File: config.mk
export PLATFORM = sky130hd
export DESIGN_NAME = gc_victim_block_select_top
export DESIGN_NICKNAME = d
export VERILOG_FILES = /design/src/rtl/gcvs_pkg.sv /design/src/rtl/gcvs_scan_core.sv /design/src/rtl/gc_victim_block_select_top.sv
export SDC_FILE = /design/constraint.sdc
export NUM_CORES = 1
export LEC_CHECK = 0
export ABC_AREA = 1
export BUFFER_PORTS_ARGS = -buffer_cell sky130_fd_sc_hd__buf_2
export CAP_MARGIN = 0
export CELL_PAD_IN_SITES_DETAIL_PLACEMENT = 2
export CELL_PAD_IN_SITES_GLOBAL_PLACEMENT = 2
export CORE_ASPECT_RATIO = 0.7
export CORE_MARGIN = 2
export CORE_UTILIZATION = 33
export DETAILED_ROUTE_END_ITERATION = 12
export PLACE_DENSITY_LB_ADDON = 0.1
export REMOVE_ABC_BUFFERS = 1
export SLEW_MARGIN = 20
export SYNTH_ARGS = -nofsm -noshare
export SYNTH_HDL_FRONTEND = slang
export SYNTH_SLANG_ARGS = --single-unit
File: constraint.sdc
create_clock -name clk -period 4.09 [get_ports clk]
set_input_delay 0.6135 -clock clk [delete_from_list [all_inputs] [get_ports clk]]
set_output_delay 0.6135 -clock clk [all_outputs]
set_load 0.05 [all_outputs]
File: src/rtl/gcvs_pkg.sv
// gcvs_pkg: shared types and codes for the GC victim block selector.
// Used by gcvs_scan_core, gc_victim_block_select_top, gcvs_victim_checker and testbench; no dependencies.
`default_nettype none

package gcvs_pkg;

    // Field widths fixed by the scan format
    localparam int BLK_W    = 4;
    localparam int PS_W     = 3;
    localparam int ERASE_W  = 16;
    localparam int CNT_W    = 6;
    localparam int STATUS_W = 2;

    // Reset value of the live-page limit
    localparam logic [CNT_W-1:0] MAX_LIVE_RESET = 6'd25;

    // Page state codes; codes 4..7 (pinned, pending, source-pinned, staged) disqualify a block
    localparam logic [PS_W-1:0] PS_FREE   = 3'd0;
    localparam logic [PS_W-1:0] PS_LIVE   = 3'd1;
    localparam logic [PS_W-1:0] PS_STALE  = 3'd2;
    localparam logic [PS_W-1:0] PS_ORPHAN = 3'd3;

    typedef enum logic [STATUS_W-1:0] {
        ST_VICTIM   = 2'd0,
        ST_NO_BLOCK = 2'd1,
        ST_NOTHING  = 2'd2,
        ST_TOO_LIVE = 2'd3
    } status_t;

    // One scan beat
    typedef struct packed {
        logic [BLK_W-1:0]   block_index;
        logic [PS_W-1:0]    page_state;
        logic               block_is_data;
        logic               block_is_full;
        logic [ERASE_W-1:0] erase_count;
        logic               last_page;
        logic               last_block;
    } item_t;

    // One result beat
    typedef struct packed {
        status_t            status;
        logic [BLK_W-1:0]   chosen_block;
        logic [CNT_W-1:0]   live_count;
        logic [CNT_W-1:0]   reclaim_count;
    } result_t;

endpackage : gcvs_pkg

`default_nettype wire

File: src/rtl/gcvs_scan_core.sv
// gcvs_scan_core: per-page counters and best-candidate tracking, one beat per step.
// Depends on gcvs_pkg.
`default_nettype none

module gcvs_scan_core
    import gcvs_pkg::*;
#(
    parameter int NUM_BLOCKS      = 16,
    parameter int PAGES_PER_BLOCK = 32
)
(
    input  wire logic             clk,
    input  wire logic             rst_n,
    input  wire logic             step,
    input  wire item_t            item,
    input  wire logic [CNT_W-1:0] max_live,
    output logic                  res_valid,
    output result_t               res
);

    localparam int CNT_MAX_I = (PAGES_PER_BLOCK < 63) ? PAGES_PER_BLOCK : 63;
    localparam logic [CNT_W-1:0] CNT_MAX   = CNT_W'(CNT_MAX_I);
    localparam logic [7:0]       BLK_LIMIT = 8'(NUM_BLOCKS);

    logic [CNT_W-1:0]   cur_live_reg,    cur_live_next;
    logic [CNT_W-1:0]   cur_reclaim_reg, cur_reclaim_next;
    logic               cur_disq_reg,    cur_disq_next;
    logic               best_valid_reg,  best_valid_next;
    logic [BLK_W-1:0]   best_block_reg,  best_block_next;
    logic [CNT_W-1:0]   best_reclaim_reg, best_reclaim_next;
    logic [CNT_W-1:0]   best_live_reg,   best_live_next;
    logic [ERASE_W-1:0] best_erase_reg,  best_erase_next;

    // Counts including this page
    logic [CNT_W-1:0] live_upd, reclaim_upd;
    logic             disq_upd;
    logic             blk_end, eligible, take, upd;

    always_comb
    begin
        live_upd    = cur_live_reg;
        reclaim_upd = cur_reclaim_reg;
        disq_upd    = cur_disq_reg;
        case (item.page_state)
            PS_FREE:
            begin
            end
            PS_LIVE:
            begin
                if (cur_live_reg < CNT_MAX)
                    live_upd = cur_live_reg + CNT_W'(1);
            end
            PS_STALE, PS_ORPHAN:
            begin
                if (cur_reclaim_reg < CNT_MAX)
                    reclaim_upd = cur_reclaim_reg + CNT_W'(1);
            end
            default:
            begin
                disq_upd = 1'b1;
            end
        endcase
    end

    // Block-end judgement against the best so far
    always_comb
    begin
        blk_end  = item.last_page | item.last_block;
        eligible = item.block_is_data & item.block_is_full & ~disq_upd &
                   (8'(item.block_index) < BLK_LIMIT);
        take = ~best_valid_reg ||
               (reclaim_upd > best_reclaim_reg) ||
               (reclaim_upd == best_reclaim_reg && item.erase_count < best_erase_reg) ||
               (reclaim_upd == best_reclaim_reg && item.erase_count == best_erase_reg &&
                item.block_index < best_block_reg);
        upd = blk_end & eligible & take;

        best_valid_next   = upd ? 1'b1             : best_valid_reg;
        best_block_next   = upd ? item.block_index : best_block_reg;
        best_reclaim_next = upd ? reclaim_upd      : best_reclaim_reg;
        best_live_next    = upd ? live_upd         : best_live_reg;
        best_erase_next   = upd ? item.erase_count : best_erase_reg;

        cur_live_next    = blk_end ? '0   : live_upd;
        cur_reclaim_next = blk_end ? '0   : reclaim_upd;
        cur_disq_next    = blk_end ? 1'b0 : disq_upd;
    end

    // Scan-end result from the updated best
    always_comb
    begin
        res_valid = step & item.last_block;
        res       = '0;
        if (!best_valid_next)
            res.status = ST_NO_BLOCK;
        else if (best_reclaim_next == '0)
            res.status = ST_NOTHING;
        else if (best_live_next > max_live)
            res.status = ST_TOO_LIVE;
        else
        begin
            res.status        = ST_VICTIM;
            res.chosen_block  = best_block_next;
            res.live_count    = best_live_next;
            res.reclaim_count = best_reclaim_next;
        end
    end

    // State update; scan end clears everything
    always_ff @(posedge clk or negedge rst_n)
    begin
        if (!rst_n)
        begin
            cur_live_reg     <= '0;
            cur_reclaim_reg  <= '0;
            cur_disq_reg     <= 1'b0;
            best_valid_reg   <= 1'b0;
            best_block_reg   <= '0;
            best_reclaim_reg <= '0;
            best_live_reg    <= '0;
            best_erase_reg   <= '0;
        end
        else if (step)
        begin
            if (item.last_block)
            begin
                cur_live_reg     <= '0;
                cur_reclaim_reg  <= '0;
                cur_disq_reg     <= 1'b0;
                best_valid_reg   <= 1'b0;
                best_block_reg   <= '0;
                best_reclaim_reg <= '0;
                best_live_reg    <= '0;
                best_erase_reg   <= '0;
            end
            else
            begin
                cur_live_reg     <= cur_live_next;
                cur_reclaim_reg  <= cur_reclaim_next;
                cur_disq_reg     <= cur_disq_next;
                best_valid_reg   <= best_valid_next;
                best_block_reg   <= best_block_next;
                best_reclaim_reg <= best_reclaim_next;
                best_live_reg    <= best_live_next;
                best_erase_reg   <= best_erase_next;
            end
        end
    end

`ifndef ASSERT_OFF
    // Scan end leaves a clean slate
    a_scan_clears: assert property (@(posedge clk) disable iff (!rst_n)
        step && item.last_block |=>
            !best_valid_reg && cur_live_reg == '0 && cur_reclaim_reg == '0)
        else $error("scan state not cleared after scan end");

    // Counters never pass the saturation point
    a_cnt_bound: assert property (@(posedge clk) disable iff (!rst_n)
        cur_live_reg <= CNT_MAX && cur_reclaim_reg <= CNT_MAX)
        else $error("page counter beyond saturation");

    // A reported victim has something to reclaim and fits the live limit
    a_victim_ok: assert property (@(posedge clk) disable iff (!rst_n)
        res_valid && res.status == ST_VICTIM |->
            res.reclaim_count != '0 && res.live_count <= max_live)
        else $error("victim reported against selection rules");

    // Best candidate only moves at a block end
    a_best_at_end: assert property (@(posedge clk) disable iff (!rst_n)
        step && !item.last_page && !item.last_block |=> $stable(best_valid_reg))
        else $error("best candidate changed mid-block");
`endif

endmodule : gcvs_scan_core

`default_nettype wire

File: src/rtl/gc_victim_block_select_top.sv
// gc_victim_block_select_top: GC victim block selector, handshakes and config register.
// Depends on gcvs_pkg and gcvs_scan_core.
`default_nettype none

// Takes one page-state beat per cycle, while in_stall is low, from a block-ordered
// metadata scan and, on the beat flagged last_block, emits one result: the full
// data block with the most stale/orphan pages (ties: lower erase count, then lower
// index), or a status code. Each beat passes an input register and then one step of
// the counter/compare logic, which loads the output register. Sustained rate is one
// beat per clock while in_stall is low, set by the counter and best-candidate update.
// in_stall rises only when a scan-end beat waits on a result still stalled at the
// output. max_live is written over its own valid/ready port (always ready); the user
// must write it only while no scan is in flight, which the block itself does not
// enforce.
module gc_victim_block_select_top
    import gcvs_pkg::*;
#(
    parameter int NUM_BLOCKS      = 16,
    parameter int PAGES_PER_BLOCK = 32
)
(
    input  wire logic               clk,
    input  wire logic               rst_n,

    input  wire logic               in_valid,
    output logic                    in_stall,
    input  wire logic [BLK_W-1:0]   block_index,
    input  wire logic [PS_W-1:0]    page_state,
    input  wire logic               block_is_data,
    input  wire logic               block_is_full,
    input  wire logic [ERASE_W-1:0] erase_count,
    input  wire logic               last_page,
    input  wire logic               last_block,

    output logic                    out_valid,
    input  wire logic               out_stall,
    output logic [STATUS_W-1:0]     status,
    output logic [BLK_W-1:0]        chosen_block,
    output logic [CNT_W-1:0]        live_count,
    output logic [CNT_W-1:0]        reclaim_count,

    input  wire logic               cfg_valid,
    output logic                    cfg_ready,
    input  wire logic [CNT_W-1:0]   max_live
);

    logic             s1_valid_reg;
    item_t            s1_item_reg;
    logic             out_valid_reg;
    result_t          out_res_reg;
    logic [CNT_W-1:0] max_live_reg;

    logic    accept, advance;
    item_t   in_item;
    logic    res_valid;
    result_t res;

    always_comb
    begin
        in_item.block_index   = block_index;
        in_item.page_state    = page_state;
        in_item.block_is_data = block_is_data;
        in_item.block_is_full = block_is_full;
        in_item.erase_count   = erase_count;
        in_item.last_page     = last_page;
        in_item.last_block    = last_block;
    end

    // Stage advances unless its result has nowhere to go
    assign advance  = s1_valid_reg &
                      (~s1_item_reg.last_block | ~out_valid_reg | ~out_stall);
    assign in_stall = s1_valid_reg & ~advance;
    assign accept   = in_valid & ~in_stall;

    gcvs_scan_core #(
        .NUM_BLOCKS      (NUM_BLOCKS),
        .PAGES_PER_BLOCK (PAGES_PER_BLOCK)
    ) u_core (
        .clk       (clk),
        .rst_n     (rst_n),
        .step      (advance),
        .item      (s1_item_reg),
        .max_live  (max_live_reg),
        .res_valid (res_valid),
        .res       (res)
    );

    // Input register
    always_ff @(posedge clk or negedge rst_n)
    begin
        if (!rst_n)
            s1_valid_reg <= 1'b0;
        else if (accept)
            s1_valid_reg <= 1'b1;
        else if (advance)
            s1_valid_reg <= 1'b0;
    end

    always_ff @(posedge clk)
    begin
        if (accept)
            s1_item_reg <= in_item;
    end

    // Output register
    always_ff @(posedge clk or negedge rst_n)
    begin
        if (!rst_n)
            out_valid_reg <= 1'b0;
        else if (res_valid)
            out_valid_reg <= 1'b1;
        else if (!out_stall)
            out_valid_reg <= 1'b0;
    end

    always_ff @(posedge clk)
    begin
        if (res_valid)
            out_res_reg <= res;
    end

    // Config register
    always_ff @(posedge clk or negedge rst_n)
    begin
        if (!rst_n)
            max_live_reg <= MAX_LIVE_RESET;
        else if (cfg_valid)
            max_live_reg <= max_live;
    end

    assign cfg_ready     = 1'b1;
    assign out_valid     = out_valid_reg;
    assign status        = out_res_reg.status;
    assign chosen_block  = out_res_reg.chosen_block;
    assign live_count    = out_res_reg.live_count;
    assign reclaim_count = out_res_reg.reclaim_count;

`ifndef ASSERT_OFF
    // A new result never lands on an untaken one
    a_no_overwrite: assert property (@(posedge clk) disable iff (!rst_n)
        res_valid |-> !out_valid_reg || !out_stall)
        else $error("result overwrote a stalled result");

    // Stalling the input only happens with a scan end pending behind the output
    a_stall_cause: assert property (@(posedge clk) disable iff (!rst_n)
        in_stall |-> s1_valid_reg && s1_item_reg.last_block && out_valid_reg && out_stall)
        else $error("input stalled without a blocked result");

    // Every scan-end beat in the stage produces a result next cycle
    a_result_follows: assert property (@(posedge clk) disable iff (!rst_n)
        advance && s1_item_reg.last_block |=> out_valid_reg)
        else $error("scan end produced no result");
`endif

endmodule : gc_victim_block_select_top

`default_nettype wire

# Word-level counts from Yosys, hierarchy flattened
# Index checks and enable logic that the tools add are counted.
# word_totals
out_inout_bits,21
elab_cells,96
register_bits,99
input_bits,38
# classes
n_addsub,2
bitwise_logic,19
mux,27
n_reduce_logical,14
n_eq_ne,6
order_cmp,6
# op_table
cell,n
6-bit two-way mux,12
16-bit two-way mux,2
16-bit equality test,1
16-bit less-than comparator,1
"6-bit by 1-bit adder with 6-bit output, second input constant",2
6-bit greater-than comparator,2
"6-bit less-than comparator, second input constant",2
1-bit two-way mux,9
1-bit AND,8
4-bit two-way mux,2
1-bit inverter,8
"3-bit by 2-bit equality test with 1-bit output, second input constant",2
6-bit equality test,1
6-bit zero test,1
4-bit less-than comparator,1
2-bit two-way mux,2
2-bit nonzero test,2
4-bit OR reduction,1
"3-bit by 1-bit equality test with 1-bit output, second input constant",1
1-bit logical AND,3
3-bit zero test,1
1-bit logical OR,3
1-bit OR,3
3-bit OR reduction,1
other kinds (3),3

# Longest topological paths before layout
# Gate-level depths: netlist of run 1.
# depth
depth_word,12
depth_mapped,30
depth_no_buf,28

# Hierarchy
# From an unflattened synthesis of run 1, not the netlist that was laid out.
# unflattened
cells_unflattened,498
hier_area_um2,4890.9
# by_module_without_submodules
mod,seq_area_each_um2,area_per_inst_um2,instances,cells_each
gcvs_scan_core,1151.1,3171.8,1,415
gc_victim_block_select_top,1555.2,1719.1,1,83

# Worst setup path after synthesis of run 1
# Ideal clock, no wire load.
# synth_timing
path_kind,flip-flop to flip-flop
start,register s1_item_reg[22] (netlist name)
end,register out_res_reg (netlist bit chosen_block[1]) (data pin)
path_buffers,3
setup_time_ns,0.138
period_less_slack_ns,3.933
slack_ns,0.157
required_time_ns,3.952
stages_incl_launch_ff,25
arrival_ns,3.794
path_cell_list,edfxtp_1 -> nor2_1 -> nand2_1 -> nor2_1 -> nand3_1 -> xor2_1 -> ha_1 -> nand2_1 -> nor2_2 -> nand2_1 -> a21oi_1 -> nand3_2 -> nand2_4 -> buf_6 -> buf_6 -> o21a_1 -> inv_1 -> ha_1 -> nand2_1 -> or3_1 -> and2_0 -> nor2_1 -> nand2_4 -> buf_6 -> nor2_1
# synth_between
elab_chain_cells,11
elab_cells_between_ends,29
classes_between,2 x order compare; 4 x eq/ne; 7 x mux; 5 x bitwise; 11 x reduce/logical
# synth_lines
element,line_no,text
"start, declared",gc_victim_block_select_top.sv:48,item_t s1_item_reg;
"start signal, assigned",gc_victim_block_select_top.sv:102,s1_item_reg <= in_item;
3-bit by 2-bit equality test with 1-bit output,gcvs_scan_core.sv:44,case (item.page_state)
2-bit OR reduction,gcvs_scan_core.sv:44,
6-bit two-way mux,gcvs_scan_core.sv:44,
6-bit greater-than comparator or 6-bit equality test (tied branches),"gcvs_scan_core.sv:72, gcvs_scan_core.sv:73, gcvs_scan_core.sv:74",
1-bit logical OR (tied with other cells),gcvs_scan_core.sv:71,take = ~best_valid_reg ||
1-bit logical OR or 1-bit logical AND (tied branches),"gcvs_scan_core.sv:72, gcvs_scan_core.sv:74",
1-bit logical OR,gcvs_scan_core.sv:73,(reclaim_upd == best_reclaim_reg && item.erase_count < best_erase_reg) ||
1-bit AND,gcvs_scan_core.sv:76,upd = blk_end & eligible & take;
6-bit two-way mux (*),gcvs_scan_core.sv:81,best_live_next = upd ? live_upd : best_live_reg;
named net u_core.best_live_next[5],gcvs_scan_core.sv:31,"logic [CNT_W-1:0] best_live_reg, best_live_next;"
6-bit greater-than comparator (*),gcvs_scan_core.sv:98,else if (best_live_next > max_live)
3-bit OR reduction (no line) (*),--,
"end signal, assigned",gc_victim_block_select_top.sv:119,out_res_reg <= res;
"end, declared",gc_victim_block_select_top.sv:50,result_t out_res_reg;
# The timed path passes the listed nets; every way through them passes the cells marked *.
# A chain may end at the register's enable or synchronous reset.

# Worst setup path in the final report of run 1
# layout_timing
start,register u_core.cur_reclaim_reg[2]
end,register out_res_reg (netlist bit live_count[2]) (data pin)
# layout_between
elab_chain_cells,11
elab_cells_between_ends,20
classes_between,1 x add/sub; 3 x order compare; 1 x eq/ne; 5 x mux; 2 x bitwise; 8 x reduce/logical
# layout_lines
element,line_no,text
"start, declared",gcvs_scan_core.sv:26,"logic [CNT_W-1:0] cur_reclaim_reg, cur_reclaim_next;"
"start signal, assigned",gcvs_scan_core.sv:139,cur_reclaim_reg <= cur_reclaim_next;
6-bit by 1-bit adder with 6-bit output or 6-bit less-than comparator (tied branches),"gcvs_scan_core.sv:56, gcvs_scan_core.sv:55",
6-bit two-way mux,gcvs_scan_core.sv:55,if (cur_reclaim_reg < CNT_MAX)
6-bit two-way mux (*),gcvs_scan_core.sv:44,
6-bit greater-than comparator or 6-bit equality test (tied branches),"gcvs_scan_core.sv:72, gcvs_scan_core.sv:73, gcvs_scan_core.sv:74",
1-bit logical OR (tied with other cells),gcvs_scan_core.sv:71,
1-bit logical OR or 1-bit logical AND (tied branches),"gcvs_scan_core.sv:72, gcvs_scan_core.sv:74",
1-bit logical OR,gcvs_scan_core.sv:73,
1-bit AND,gcvs_scan_core.sv:76,
6-bit two-way mux (tied with other cells),gcvs_scan_core.sv:81,
6-bit greater-than comparator (tied with other cells),gcvs_scan_core.sv:98,
3-bit OR reduction (no line),--,
# Every way passes the cells marked *; elsewhere a longest branch is shown, timed or not.

==> results of run 1 <==
-- cell type report --
class,instances,area [um^2],share of cell area (%)
clock inverter,7,115.1,1.889
tap,190,237.7,3.901
inverter,85,324.1,5.317
multi-input combinational,299,1983,32.54
clock buffer,9,225.2,3.695
timing repair buffer,84,503.0,8.253
sequential,99,2706,44.41
-- cell usage after synthesis (4+ instances only) --
master / n
a21oi_1: 13
clkbuf_1: 6
dfrtp_1: 51
edfxtp_1: 45
ha_1: 33
inv_1: 82
nand2_1: 88
nand3_1: 29
nor2_1: 39
nor3_1: 4
o21a_1: 5
o21ai_0: 41
o22ai_1: 16
xor2_1: 8
-- worst reg2reg max path: stages (launching register included) --
cell     delay, ps
dfrtp_1        470
nand3_1        180
nor2_2         160
xor2_1         270
ha_1           310
nand2_1        130
nor2_4          60
nand2_1         80
nand3_1        100
a21oi_2        190
nand3_4        160
nand2_8        160
inv_4           60
nand2_1         80
o21ai_1        150
ha_1           330
nand2_2         50
or3_1          360
and2_4         160
nor2_4         180
nand2_4        150
nor2_2         130
-- power breakdown --
| group | leakage (nW) | switching (mW) | internal [mW] |
|---|---|---|---|
| Combinational | 1.43 | 0.264 | 0.129 |
| Sequential | 1.15 | 0.0280 | 1.11 |
| Clock | 0.163 | 0.391 | 0.597 |
-- final timing paths --
path                       slack, ps                                    end  cells past startpoint                                   from
setup reg to reg                  70            live_count[2]$_SDFFCE_PP0P_                     21  u_core.cur_reclaim_reg[2]$_DFFE_PN0P_
min in group clk                 430              s1_item_reg[13]$_DFFE_PP_                      1                        erase_count[11]
hold reg to reg                  510        u_core.cur_disq_reg$_DFFE_PN0P_                      2        u_core.cur_disq_reg$_DFFE_PN0P_
setup / recovery                  70            live_count[2]$_SDFFCE_PP0P_                     21  u_core.cur_reclaim_reg[2]$_DFFE_PN0P_
hold / removal                   260  u_core.best_erase_reg[10]$_DFFE_PN0P_                      1                                  rst_n
max in group asynchronous       3170     u_core.cur_live_reg[1]$_DFFE_PN0P_                      2                                  rst_n
-- kinds of logic (layout without fill, tap and decap cells) --
family / count (synthesis) / in the layout / synth area share [%]
mux: 1 / 1 / 0.2339
simple gates: 171 / 173 / 15.23
xor+xnor: 8 / 8 / 1.455
compound gates: 83 / 83 / 9.850
fa+ha+maj: 33 / 33 / 8.576
other cells: 1 / 1 / 0.07789
flops: 99 / 99 / 56.21
buf+inv: 98 / 185 / 8.368
-- repair_timing --
action                                  in CTS  in global routing
endpoints found under the setup margin      16                 18
buffers inserted                             1                  8
resized for setup                            8                 63
pin swaps                                    4                 24
cloned                                       1                  1
hold buffers                                 0                  0
-- metal layers --
| metal | part of all wire, % | up-vias |
|---|---|---|
| li1 | - | 1788 |
| met1 | 49 | 1879 |
| met2 | 47 | 53 |
| met3 | 3.2 | 11 |
| met4 | 1.1 | 0 |
| met5 | 0 | - |
-- per-stage QoR --
stage	std cells	instance area, um^2
2_1_floorplan	481	4731
3_3_place_gp	746	5391
3_5_place_dp	746	5391
4_1_cts	764	5766
5_1_grt	773	6095
6_report	773	6095
==> flow_summary.yaml, run 1 <==
outcome:
  status: "complete, no violations"
floorplan:
  die_h_um: 105.1
  die_x_um: 148.4
  core-area_mm2: 0.01410
  rows: 36
  num_io_pins: 59
  die_area_mm2: 0.01559
  initial_core_util_pct: 34.15
timing:
  max_slew_margin_pct: 52.14
  holdWs_ps: 259.4
  setup_tns_ps: 0
  hold_viol: 0
  setup_slack_ps: 68.29
  fmax_ghz: 0.2487
  drv_slew: 0
  setup_violations: 0
  finalClockSkew_ps: 9.024
  worstMarginPinSlew_ps: 716.1
  period_minus_slack_ps: 4022
  rsz0062_at_grt: "yes"
  fin_crit_sh_pct: 98.33
cts:
  cts_tree: "yes"
  ctsRootBufferMaster: "clkbuf_16"
  htreeDepth: 3
  cts_made_buffers: 9
  clk_latency_ps: 360
  path_clk_slew_ps: 70
  numClockSinks: 99
  clk_path_buf_depth: 2
power_and_ir_drop:
  total_leakage_power_nw: 2.742
  ir_worst_vdd_mv: 0.1680
  powerDensity_mw_per_mm2: 413.9
  power_mw: 2.522
synthesis:
  syn-instance-count: 494
  ys_async_sr_fraction_pct: 54.55
  netlist_area_mm2: 0.004815
  netlist-cell-type-count: 36
  ys.flop_type: "dfrtp_1"
  ys_seq_area_share_pct: 56.21
  synth.ff_latch_count: 99
  netlist.area_leader.share_pct: 28.07
  yosys_warnings: 0
  synth_area_per_cell_um2: 9.746
  synth-edff-count: 45
  synth_area_leaders: "edfxtp_1 (28%), dfrtp_1 (27%), ha_1 (8.6%)"
  synth_top_area_cell: "edfxtp_1"
setup_path:
  slowest_delay_ps: 470
  path_max_fanout: 8
  cp_num_buf_inv: 1
  cp.arrival_ps: 4240
  crit_top_cell: "nand2_1"
  crit_required_ps: 4310
  worstSetupPathType: "reg2reg"
  critical-path-top-delay-family: "simple AND/OR/NAND/NOR gates"
  end_kind: "flip-flop"
  cp-start-kind: "flip-flop"
  crit_chain: "nand3_1 -> nor2_2 -> xor2_1 -> ha_1 -> nand2_1 -> nor2_4 -> nand2_1 -> nand3_1 -> a21oi_2 -> nand3_4 -> nand2_8 -> inv_4 -> nand2_1 -> o21ai_1 -> ha_1 -> nand2_2 -> or3_1 -> and2_4 -> nor2_4 -> nand2_4 -> nor2_2"
  cp_slowest_cell: "dfrtp_1"
cells_and_area:
  final_common_cell: "nand2_1"
  fin_util_pct: 43.23
  syn_to_final_growth_pct: 26.59
  layout_common_cells: "nand2_1 (78), inv_1 (75), buf_2 (56), dfrtp_1 (51), edfxtp_1 (45)"
  n_fill_cell: 1520
  drive_gt1_share_pct: 28.30
  largest_reg_flops: 27
  nets: 649
  n_antenna_cell: 0
grt:
  gr-total-overflow: 0
  grt.met2_usage_pct: 27.81
  gr-usage-met3_pct: 4.367
  grt_busiest_layer: "met2"
  grt_max_degree: 41
  antenna_found_initial: 0
  grt_pass1_wl_um: 22000
  grt_pass1_vias: 4091
  use_met1_pct: 25.82
  grt_use_total_pct: 18.08
worst_hold_path:
  hold_path.class: "in2async"
drt:
  remaining_drc_errors: 0
  route.vias.total: 3731
  antenna_left: 0
  routed_via_density: 4.827
  drt_iter0_drc: 212
  routedWlPerCell_um: 17.75
  routed_wl_um: 13720
  first_pass_iters: 4
placed_design:
  place_ws_ps: -164.6
  gp_congestion: 0.7855
  dpl.hpwl_um: 9507
  port_buffers: 57
flow_run:
  drv_cap: 0
No activity file was read; power rests on OpenSTA's default activity.
==> run 2, diff against run 1 <==
- BUFFER_PORTS_ARGS: -buffer_cell sky130_fd_sc_hd__buf_2 -> default
- CORE_UTILIZATION: 33 -> 36
- DONT_BUFFER_PORTS: default -> 1
==> flow_summary.yaml, run 2 (synthesis gave the netlist of run 1 again) <==
timing:
  fmax_ghz: 0.2474
  finalClockSkew_ps: 5.533
  max_slew_margin_pct: 50.04
  setup_slack_ps: 48.37
  drv_slew: 0
  hold_viol: 0
  setup_violations: 0
  fin_crit_sh_pct: 98.82
  worstMarginPinSlew_ps: 746.6
  holdWs_ps: 95.61
  rsz0062_at_grt: "yes"
  period_minus_slack_ps: 4042
grt:
  antenna_found_initial: 0
  grt_pass1_wl_um: 21110
  grt_max_degree: 52
  grt_use_total_pct: 19.53
  gr-total-overflow: 0
  grt_pass1_vias: 3889
cells_and_area:
  n_antenna_cell: 0
  nets: 592
  design_area_mm2: 0.005806
  largest_reg_flops: 27
  drive_gt1_share_pct: 20.72
  final_common_cell: "nand2_1"
  fin_util_pct: 44.34
  syn_to_final_growth_pct: 20.58
  layout_common_cells: "nand2_1 (79), inv_1 (77), dfrtp_1 (50), edfxtp_1 (45), o21ai_0 (37)"
floorplan:
  die_x_um: 142.2
  die_h_um: 100.8
  initial_core_util_pct: 36.77
  die_area_mm2: 0.01433
  rows: 35
  num_io_pins: 59
  core-area_mm2: 0.01309
flow_run:
  drv_cap: 0
drt:
  route.vias.total: 3496
  routed_wl_um: 13180
  remaining_drc_errors: 0
  antenna_left: 0
  first_pass_iters: 4
  drt_iter0_drc: 160
  routedWlPerCell_um: 19.04
  routed_via_density: 5.052
setup_path:
  worstSetupPathType: "reg2reg"
  crit_required_ps: 4310
  rr_worst_depth: 22
  end_kind: "flip-flop"
  setup.worst_path.end: "live_count[3]$_SDFFCE_PP0P_"
  cp.arrival_ps: 4260
  reg2reg_slack_ps: 50
  path_max_fanout: 8
  timing.rr.end: "live_count[3]$_SDFFCE_PP0P_"
  crit_start: "s1_item_reg[22]$_DFFE_PP_"
  r2r-start: "s1_item_reg[22]$_DFFE_PP_"
  cp-start-kind: "flip-flop"
cts:
  cts_made_buffers: 9
  clk_latency_ps: 350
  path_clk_slew_ps: 70
  numClockSinks: 99
  cts_tree: "yes"
  ctsRootBufferMaster: "clkbuf_16"
  htreeDepth: 3
  clk_path_buf_depth: 2
placed_design:
  dpl.hpwl_um: 8926
  gp_congestion: 0.7334
  port_buffers: 0
  place_ws_ps: -118.1
  placement.cell_area_mm2: 0.005061
power_and_ir_drop:
  total_leakage_power_nw: 2.495
  power_mw: 2.434
  ir_worst_vdd_mv: 0.1747
  powerDensity_mw_per_mm2: 419.3
worst_hold_path:
  hold_path.class: "in2async"
outcome:
  status: "complete, no violations"
-- run 2: cell types whose count changed in the layout (fill, tap and decap cells not counted), moves of 2 or more --
| cell | delta |
|---|---|
| buf_2 | -56 |
| inv_1 | +2 |
| inv_4 | -2 |
| nor2_1 | -2 |
| nor2_2 | -6 |
| nor2_4 | +8 |
-- run 2: final cells by class --
type                            instances  area, um^2
Clock buffer                            9       225.2
Clock inverter                          7       92.59
Fill cell                            1350        7288
Inverter                               85       319.1
Multi-Input combinational cell        299        2031
Sequential cell                        99        2708
Tap cell                              166       207.7
Timing Repair Buffer                   27       222.7
-- run 2: timing repair --
item	CTS	global route
endpoints found under the hold margin	51	0
pin swaps	1	23
setup endpoints to repair	16	18
gates cloned	1	1
hold buffers	1	0
buffers inserted	0	10
gates resized for setup	5	74
-- run 2: metal layers --
metal / part of all wire [%] / global-route usage (%) / vias to the layer above
li1: - / - / 1677
met1: 48 / 27.36 / 1761
met2: 47 / 30.96 / 48
met3: 3.0 / 3.943 / 10
met4: 1.2 / 5.615 / 0
met5: 0 / 0 / -
-- run 2: worst min path at each step --
stage / depth (start not counted) / slack, ps / start / to
finish: 0 / 100 / rst_n / max_live_reg[4]$_DFFE_PN1P_
global route: 0 / 80 / rst_n / max_live_reg[4]$_DFFE_PN1P_
CTS: 0 / 80 / rst_n / max_live_reg[0]$_DFFE_PN1P_
detailed placement: 0 / 320 / rst_n / max_live_reg[5]$_DFFE_PN0P_
global placement: 0 / 320 / rst_n / max_live_reg[5]$_DFFE_PN0P_
floorplan: 0 / 320 / rst_n / max_live_reg[1]$_DFFE_PN0P_
-- run 2: worst max-delay path: stages (launching register included) --
cell and delay, ps:
edfxtp_1 440, nor2_2 120, nand2_2 120, nor2_1 140, xor2_1 260, ha_1 300, nand2_1 130, nor2_4 60
nand2_1 60, nand3_1 80, a21oi_2 190, nand3_4 130, nand2_4 100, or2_1 150, o21a_4 150, inv_1 70
ha_4 280, nand2_1 50, or3_1 340, and2_4 180, nor2_4 250, nand2_8 160, nor2_4 130
-- run 2: metrics by stage --
step / TNS (ps) / cells
detailed placement: -1366 / 663
floorplan: 0 / 481
finish: 0 / 692
global route: -2937 / 692
global placement: 0 / 663
CTS: -0.4112 / 681
-- run 2: report_power, final --
part | internal, mW | switching [mW]
logic | 0.110 | 0.222
registers | 1.11 | 0.0603
clock network | 0.534 | 0.393
==> run 3, diff against run 2 <==
- ABC_AREA: 1 -> default
- CORE_MARGIN: 2 -> 1
- CORE_UTILIZATION: 36 -> 38
==> flow_summary.yaml, run 3 <==
cts:
  cts_tree: "yes"
  clk_path_buf_depth: 2
  clk_latency_ps: 350
  cts_made_buffers: 9
  ctsRootBufferMaster: "clkbuf_16"
  path_clk_slew_ps: 70
  htreeDepth: 3
  numClockSinks: 99
setup_path:
  crit_required_ps: 4200
  rr_worst_depth: 23
  cp.arrival_ps: 4880
  cp_slowest_cell: "edfxtp_1"
  path_max_fanout: 5
  timing.rr.end: "status[0]$_SDFFCE_PP1P_"
  crit_chain: "nor3b_4 -> buf_4 -> mux2i_1 -> buf_4 -> inv_1 -> ha_4 -> nand2_2 -> or2_4 -> nor3_4 -> nor4b_4 -> o21a_2 -> mux2i_4 -> ha_4 -> nor2b_4 -> o21a_1 -> o21a_1 -> o21ai_1 -> a21o_1 -> buf_6 -> buf_4 -> buf_6 -> inv_1 -> a31o_2"
  crit_top_cell: "buf_4"
  cp-start-kind: "flip-flop"
  r2r-start: "s1_item_reg[22]$_DFFE_PP_"
  reg2reg_slack_ps: -680
  end_kind: "flip-flop"
  slowest_delay_ps: 450
  worstSetupPathType: "reg2reg"
cells_and_area:
  syn_to_final_growth_pct: 26.71
  largest_reg_flops: 27
  layout_common_cells: "buf_4 (64), dfrtp_1 (51), edfxtp_1 (45), inv_1 (36), ha_1 (28)"
  n_antenna_cell: 0
  nets: 543
  instances_no_fill: 634
  fin_util_pct: 50.67
  drive_gt1_share_pct: 30.40
  final_common_cell: "buf_4"
power_and_ir_drop:
  ir_worst_vdd_mv: 0.2171
  power_mw: 2.226
  total_leakage_power_nw: 2.484
  powerDensity_mw_per_mm2: 366.9
worst_hold_path:
  hold_path.class: "in2async"
placed_design:
  port_buffers: 0
  dpl.hpwl_um: 9866
  place_inst: 596
  place_ws_ps: -849.6
  gp_congestion: 0.8124
drt:
  remaining_drc_errors: 0
  routed.top_layer: "met4"
  wl_met2_um: 8059
  first_pass_iters: 4
  met1_length_um: 7368
  antenna_left: 0
  drt_iter0_drc: 144
  routed_wl_um: 16290
  wl_met3_um: 544
  routedWlPerCell_um: 25.70
  routed_via_density: 5.626
  route.vias.total: 3567
grt:
  grt_pass1_wl_um: 23520
  grt_pass1_vias: 3964
  antenna_found_initial: 0
  grt_use_total_pct: 25.04
  grt_max_degree: 52
  gr-total-overflow: 0
synthesis:
  synth.ff_latch_count: 99
  netlist_area_mm2: 0.004788
  netlist-cell-type-count: 55
  yosys_warnings: 0
  synth_most_common_cell: "dfrtp_1"
  synth_area_leaders: "edfxtp_1 (28%), dfrtp_1 (27%), ha_1 (8.6%)"
  synth_area_per_cell_um2: 12.00
  ys.flop_type: "dfrtp_1"
  ys_async_sr_fraction_pct: 54.55
  synth-edff-count: 45
  netlist.area_leader.share_pct: 28.22
  ys_seq_area_share_pct: 56.52
  synth_top_area_cell: "edfxtp_1"
  syn-instance-count: 399
  synth.top_cells.by_count: "dfrtp_1 (51), edfxtp_1 (45), inv_1 (36)"
floorplan:
  die_h_um: 95.92
  die_x_um: 136.2
  core-area_mm2: 0.01197
  num_io_pins: 59
  initial_core_util_pct: 39.99
  rows: 33
  die_area_mm2: 0.01306
timing:
  hold_viol: 0
  fmax_ghz: 0.2095
  setup_violations: 18
  rsz0062_at_grt: "yes"
  setup_tns_ps: -11150
  period_minus_slack_ps: 4772
  setup_slack_ps: -682.3
  worstMarginPinSlew_ps: 695.5
  finalClockSkew_ps: 10.18
  max_slew_margin_pct: 53.53
  fin_crit_sh_pct: 116.7
  drv_slew: 0
outcome:
  status: "complete, but fails checks"
  failed_checks: "negative setup slack"
flow_run:
  drv_cap: 0
-- run 3: timing repair --
action,4_1_cts,5_1_grt
gates resized for setup,39,20
pin swaps,14,13
endpoints found under the hold margin,51,0
buffers inserted,14,9
endpoints found under the setup margin,18,44
gates cloned,1,0
hold buffers,1,0
-- run 3: how the worst max path moves through the flow --
stage,start,slack [ps],cells past startpoint,endpoint
2_1_floorplan,s1_item_reg[22]$_DFFE_PP_,-630,20,reclaim_count[0]$_SDFFCE_PP0P_
3_3_place_gp,s1_item_reg[22]$_DFFE_PP_,-560,21,live_count[2]$_SDFFCE_PP0P_
3_5_place_dp,s1_item_reg[22]$_DFFE_PP_,-850,21,live_count[1]$_SDFFCE_PP0P_
4_1_cts,s1_item_reg[22]$_DFFE_PP_,-440,20,reclaim_count[2]$_SDFFCE_PP0P_
5_1_grt,s1_item_reg[22]$_DFFE_PP_,-900,21,reclaim_count[3]$_SDFFCE_PP0P_
6_report,s1_item_reg[22]$_DFFE_PP_,-680,23,status[0]$_SDFFCE_PP1P_
-- run 3: area by class of cell --
type,count,area [um^2]
Inverter,38,142.6
Timing Repair Buffer,73,598.1
Multi-Input combinational cell,251,2162
Fill cell,1180,5907
Clock inverter,6,32.53
Tap cell,157,196.4
Sequential cell,99,2706
Clock buffer,10,229.0
-- run 3: cells by family (layout without fill, tap and decap cells) --
logic type	Yosys count	count (layout)	share of synthesized area, %
xor+xnor	8	8	1.620
buf+inv	50	127	4.547
mux	7	7	1.489
fa+ha+maj	33	33	8.623
compound gates	103	104	15.97
other cells	1	1	0.07832
simple gates	98	98	11.16
flops	99	99	56.52
-- run 3: through the flow --
step           hold WS (ps)  cell area, um^2
6_report              99.23             6067
5_1_grt               91.76             6067
4_1_cts               101.3             5901
3_5_place_dp          318.7             5303
3_3_place_gp          319.8             5303
2_1_floorplan         317.9             4713
-- run 3: routing by layer --
| metal | vias up | global-route usage (%) |
|---|---|---|
| met4 | 0 | 5.926 |
| li1 | 1602 | - |
| met3 | 25 | 5.319 |
| met2 | 87 | 42.22 |
| met5 | - | 0 |
| met1 | 1853 | 33.01 |
-- run 3: where the power goes --
group	switching [mW]	internal, mW	leakage, nW	total [mW]
logic	0.170	0.110	1.19	0.280
clock network	0.384	0.408	0.127	0.792
registers	0.0619	1.09	1.17	1.15
-- run 3: worst max-delay path: cells and delay by family (launching register included) --
| family | cells | cell delay (ps) |
|---|---|---|
| AO/OA/AOI/OAI | 6 | 1130 |
| adder cells (fa/ha/maj) | 2 | 500 |
| buffers and inverters | 7 | 760 |
| flip-flops | 1 | 450 |
| multiplexers | 2 | 510 |
| AND/OR/NAND/NOR | 6 | 1170 |
